==> src/rtl/core/sal_pkg.sv <==
`timescale 1ns / 1ps

package sal_pkg;

    // table geometry
    localparam int TABLE_ENTRIES_DEF = 64;

    // configuration port
    localparam int CFG_IDX_W  = 8;
    localparam int CFG_DATA_W = 32;

    localparam logic [CFG_IDX_W-1:0] CFG_ATTEMPT_LIMIT = 8'd0;
    localparam logic [CFG_IDX_W-1:0] CFG_WINDOW_TICKS  = 8'd1;

    localparam logic [15:0] ATTEMPT_LIMIT_RST = 16'd10;
    localparam logic [31:0] WINDOW_TICKS_RST  = 32'd60;

    localparam logic [15:0] COUNT_MAX = 16'hFFFF;

    // one table entry as stored in the ram
    typedef struct packed {
        logic        valid;
        logic [31:0] addr;
        logic [31:0] last_time;
        logic [15:0] attempts;
    } entry_t;

    typedef enum logic [1:0] {
        ST_CLEAR,
        ST_IDLE,
        ST_SCAN,
        ST_UPDATE
    } state_t;

    // controller to datapath
    typedef struct packed {
        logic clear;
        logic start;
        logic scan;
        logic update;
    } cmd_t;

    // datapath to controller
    typedef struct packed {
        logic idx_last;
        logic scan_done;
        logic out_blocked;
    } status_t;

endpackage

==> src/rtl/core/sal_ctrl.sv <==
`timescale 1ns / 1ps

module sal_ctrl (
    input  logic             clk,
    input  logic             rst_n,
    input  logic             in_valid,
    output logic             in_ready,
    input  sal_pkg::status_t status,
    output sal_pkg::cmd_t    cmd
);

    sal_pkg::state_t state_reg;
    sal_pkg::state_t state_next;

    // state register
    always_ff @(posedge clk or negedge rst_n)
    begin
        if (!rst_n)
        begin
            state_reg <= sal_pkg::ST_CLEAR;
        end
        else
        begin
            state_reg <= state_next;
        end
    end

    // next state and commands
    always_comb
    begin
        state_next = state_reg;
        cmd        = '0;
        in_ready   = 1'b0;
        case (state_reg)
            sal_pkg::ST_CLEAR:
            begin
                cmd.clear = 1'b1;
                if (status.idx_last)
                begin
                    state_next = sal_pkg::ST_IDLE;
                end
            end
            sal_pkg::ST_IDLE:
            begin
                in_ready = 1'b1;
                if (in_valid)
                begin
                    cmd.start  = 1'b1;
                    state_next = sal_pkg::ST_SCAN;
                end
            end
            sal_pkg::ST_SCAN:
            begin
                cmd.scan = 1'b1;
                if (status.scan_done)
                begin
                    state_next = sal_pkg::ST_UPDATE;
                end
            end
            sal_pkg::ST_UPDATE:
            begin
                // wait until the output register can take the result
                if (!status.out_blocked)
                begin
                    cmd.update = 1'b1;
                    state_next = sal_pkg::ST_IDLE;
                end
            end
            default:
            begin
                state_next = sal_pkg::ST_CLEAR;
            end
        endcase
    end

endmodule

==> config.mk <==
export PLATFORM = sky130hd
export DESIGN_NAME = sal_ctrl
export DESIGN_NICKNAME = d
export VERILOG_FILES = /design/src/rtl/core/sal_pkg.sv /design/src/rtl/core/sal_ctrl.sv
export SDC_FILE = /design/constraint.sdc
export NUM_CORES = 1
export LEC_CHECK = 0
export ABC_AREA = 1
export BUFFER_PORTS_ARGS = -buffer_cell sky130_fd_sc_hd__buf_2
export CAP_MARGIN = 30
export CELL_PAD_IN_SITES_DETAIL_PLACEMENT = 1
export CELL_PAD_IN_SITES_GLOBAL_PLACEMENT = 1
export CORE_AREA = 2 2 39 41
export CTS_CLUSTER_SIZE = 30
export DETAILED_ROUTE_END_ITERATION = 8
export DIE_AREA = 0 0 41 43
export PLACE_DENSITY = 0.58
export SLEW_MARGIN = 0
export SYNTH_ARGS = -nofsm -noshare
export SYNTH_HDL_FRONTEND = slang
export SYNTH_SLANG_ARGS = --single-unit
export TNS_END_PERCENT = 50
==> constraint.sdc <==
create_clock -name clk -period 2.5 [get_ports clk]
set_input_delay 0.125 -clock clk [delete_from_list [all_inputs] [get_ports clk]]
set_output_delay 0.125 -clock clk [all_outputs]
set_load 0.02 [all_outputs]
=== After elaboration in Yosys (flattened, before gate mapping) ===
Cells that the tools add are included.

* Bits in registers: 2
* Bits of input ports: 6
* Output and inout port bits: 5
* Logic and storage cells: 22

* Eq/ne operators: 7
* Mux-type cells: 12
* Reductions and logical operators: 2

{| class="wikitable"
|+ Operator list
! operator !! count
|-
| two-way mux 2 bit || 4
|-
| inequality test 2 bit, second input constant || 4
|-
| one-hot mux 2 bit (4 select lines) || 1
|-
| two-way mux 1 bit || 7
|-
| == test 2 bit, second input constant || 2
|-
| AND reduction 4 bit || 1
|-
| == test 2 x 1 -> 1 bit, second input constant || 1
|-
| zero test 2 bit || 1
|}

=== Longest topological paths before layout ===
* Depth after elaboration: 3
* Mapped depth: 7
* Depth with buffers taken out: 7

=== Worst setup path after synthesis ===
No wires, ideal clock.

* Kind: reg-to-reg
* Start: register state_reg[0]
* End: register state_reg[1]
* Library setup time: 120 ps
* Arrival: 1,089 ps
* Data required time: 2,380 ps
* Setup slack: 1,291 ps
* Cell stages (with the launch flop): 8
* Path buffers: 0
* Clock period less this slack: 1,209 ps
* Path through: dfrtp_1 -> inv_1 -> ha_1 -> nand2_1 -> nand2_4 -> nor2_4 -> nand2_1 -> nand2_1

* Longest elaborated chain between the ends: 3
* Elaborated cells on any way between the ends: 10
* Those cells by class: 7 x eq/ne; 1 x mux; 2 x reduce/logical

{| class="wikitable"
|+ RTL lines
! what !! RTL line !! text
|-
| start, declared || sal_ctrl.sv:12 || <nowiki>sal_pkg::state_t state_reg;</nowiki>
|-
| start signal, assigned || sal_ctrl.sv:20 || <nowiki>state_reg <= sal_pkg::ST_CLEAR;</nowiki>
|-
| start signal, assigned || sal_ctrl.sv:24 || <nowiki>state_reg <= state_next;</nowiki>
|-
| == test 2 bit (tied with other cells) || sal_ctrl.sv:34 || <nowiki>case (state_reg)</nowiki>
|-
| inequality test 2 bit (no source line) || -- ||
|-
| AND reduction 4 bit (no source line) || -- ||
|}

Parallel ways exist; a longest one is shown, timed or not.
A chain may end at the register's enable or synchronous reset.

==> run_results.csv <==
group,metric,value,unit
timing,final_hold_viol_count,0,
setup_path,worstSetupPathType,"flop to output port",
placed_design,gp_congestion,0.688,
synth,yosysWarningCount,0,
final_layout,largest_reg_flops,2,
drt,wl,417,um
synth,ys_ff_latch,2,
synth,synth_compound_area_frac,0.0437,
drt,first_iter_violations,4,
timing,slew_viol_final,0,
clocking,htree_levels,1,
synth,synth_xor_area_frac,0,
placed_design,port_buffers,10,
grt,grt_usage,0.0551,
timing,fin_crit,1.32,ns
timing,fmax,0.756,GHz
drt,drtAntennaViolNets,0,
floorplanning,dieWidth,41,um
synth,synthAdderAreaFrac,0.273,
setup_path,cp-end-kind,"output port",
synth,synth_top_cells_by_area,"ha_1 27%, dfrtp_1 22%, inv_1 13%",
grt,grt.overflow.total,0,
clocking,numCtsBuffers,3,
drt,post_drt_wl_per_cell,6.95,um
synth,avgSynthCellArea,7.63,sq um
drt,vias,216,
timing,rsz0062_at_grt,"false",
final_layout,finalInstanceArea,332,sq um
final_layout,drive_above_1_share,0.409,
clocking,cts_resized,0,
power_and_ir_drop,cellInternalPower,0.203,mW
clocking,clock_latency,0.22,ns
clocking,cts_tree,"yes",
power_and_ir_drop,irDropWorstVdd,0.000188,V
power_and_ir_drop,powerDensity,1200,mW/mm^2
timing,min_period_over_period,0.529,
synth,synthCells,30,
grt,antenna_found_initial,0,
timing,setup_slack,1.18,ns
timing,slew_headroom,0.891,
setup_path,critPathMaxFanout,4,
placed_design,place_hpwl,358,um
final_layout,n_antenna_cell,0,
timing,skew,0.00317,ns
synth,synth_top_cell_by_area,"ha_1",
timing,finalSetupViolCount,0,
power_and_ir_drop,leakagePower,0.208,nW
setup_path,cp-start-kind,"flop",
final_layout,fin_nets,57,
synth,yosysSeqAreaShare,0.219,
floorplanning,io_pins,11,
drt,remaining_drc_errors,0,
synth,netlist_area,229,sq um
placed_design,placed_area,299,sq um
power_and_ir_drop,comb_power_share,0.646,
setup_path,cp.required,2.38,ns
clocking,clock_sinks,2,
status,status,"finished clean",
synth,yosys.area_share.simple,0.333,
power_and_ir_drop,p_clk_frac,0.172,
synth,synth_top_area_frac,0.273,
floorplanning,start_util,0.165,
grt,grt_start_max_net_pins,6,
drt,first_pass_iters,2,
final_layout,area_delta_synth_final,44.8,%
floorplanning,row_count,14,
timing,tightest_slew,0.163,ns
drt,viasPerCell,3.60,
clocking,cts_root_buf,"clkbuf_4",
run,max-cap-violations,0,
clocking,clk_path_buf_depth,2,
power_and_ir_drop,p_sw,0.196,mW
placed_design,pre_cts_ws,1.29,ns
floorplanning,core,0.00138,sq mm
synth,muxShareOfSynthArea,0,
power_and_ir_drop,switching_share,0.491,
synth,ys_types,9,
setup_path,cp.arrival,1.20,ns
grt,grt_pass1_wl,593,um
floorplanning,die_y,43,um
final_layout,n_fill_cell,182,
worst_hold_path,hold_class,"input port to asynchronous set/reset pin",
synth,syn-num-nets,41,
clocking,clkSlewWorstSetupHoldPaths,0.03,ns
synth,synth_top_family_by_area,"simple AND/OR/NAND/NOR gates",
floorplanning,die_area,0.00176,sq mm
power_and_ir_drop,pwr-share-seq,0.181,
grt,grt_pass1_vias,178,
timing,setup_tns,0,ns
[cell families (layout without fill, tap and decap cells)]
group,after synthesis,count (layout)
and+or+nand+nor,13,13
buffers and inverters,8,22
adders and majority gates,5,5
AOI/OAI and AO/OA,2,2
DFF,2,2
[synth_stat cells, drive strengths merged]
cell   count
o21ai      2
inv        8
nand2     11
dfrtp      2
ha         5
nor2       2
[worst paths after layout]
kind                                   start            to  slack [ns]  cells past startpoint
worst max-delay path            state_reg[1]        cmd[2]        1.18                      5
worst min-delay path                   rst_n  state_reg[1]        0.22                      2
worst max register to register  state_reg[0]  state_reg[0]        1.32                      6
worst min register to register  state_reg[1]  state_reg[1]        0.56                      2
max in group asynchronous              rst_n  state_reg[0]        2.19                      2
min in group clk                   status[0]  state_reg[1]        0.29                      5
[routing by layer]
| layer | track usage | wire length [um] | vias to the layer above |
|---|---|---|---|
| li1 | - | - | 114 |
| met1 | 0.0447 | 176 | 96 |
| met2 | 0.0813 | 204 | 6 |
| met3 | 0.0314 | 36 | 0 |
| met4 | 0.0600 | 0 | 0 |
| met5 | 0 | 0 | - |
[cell usage in the layout (no fill, tap or decap), drive strengths merged]
cell type and n:
buf 10, clkbuf 3, dfrtp 2, dlygate4sd3 1
ha 5, inv 8, nand2 11, nor2 2
o21ai 2
[through the flow]
stage | cells | util | hold WS, ns | power (mW)
2_1_floorplan | 30 | - | -0.171 | 0.275
3_3_place_gp | 56 | 0.216 | -0.0868 | 0.333
3_5_place_dp | 56 | 0.216 | -0.0871 | 0.337
4_1_cts | 60 | 0.240 | 0.211 | 0.414
5_1_grt | 60 | 0.240 | 0.248 | 0.440
6_report | 60 | 0.240 | 0.215 | 0.399
[what timing repair did]
item	in CTS	in global routing
endpoints found under the setup margin	0	0
endpoints found under the hold margin	2	0
setup buffers	0	0
hold buffers	1	0
[power by group through the flow]
| stage | combinational, mW | clock (mW) | sequential (mW) |
|---|---|---|---|
| after global routing | 0.287 | 0.0748 | 0.0782 |
| after detailed placement | 0.262 | 0 | 0.0743 |
| final | 0.258 | 0.0687 | 0.0723 |
| after floorplan | 0.208 | 0 | 0.0669 |
| after CTS | 0.266 | 0.0746 | 0.0735 |
| after global placement | 0.259 | 0 | 0.0743 |
[cell type report]
class	count	area, sq um	share of cell area
multi-input combinational	20	149	0.449
timing repair buffer	11	60.1	0.181
sequential	2	50.0	0.151
inverter	8	30.0	0.0906
clock buffer	3	22.5	0.0679
tap	16	20.0	0.0604
[worst max-delay path, stage by stage, from the launching register on]
cell and delay, ns:
dfrtp_1 0.41, inv_1 0.11, ha_1 0.21, nand2_1 0.06, inv_1 0.04, buf_2 0.15
No activity file was read; power rests on OpenSTA's default activity.
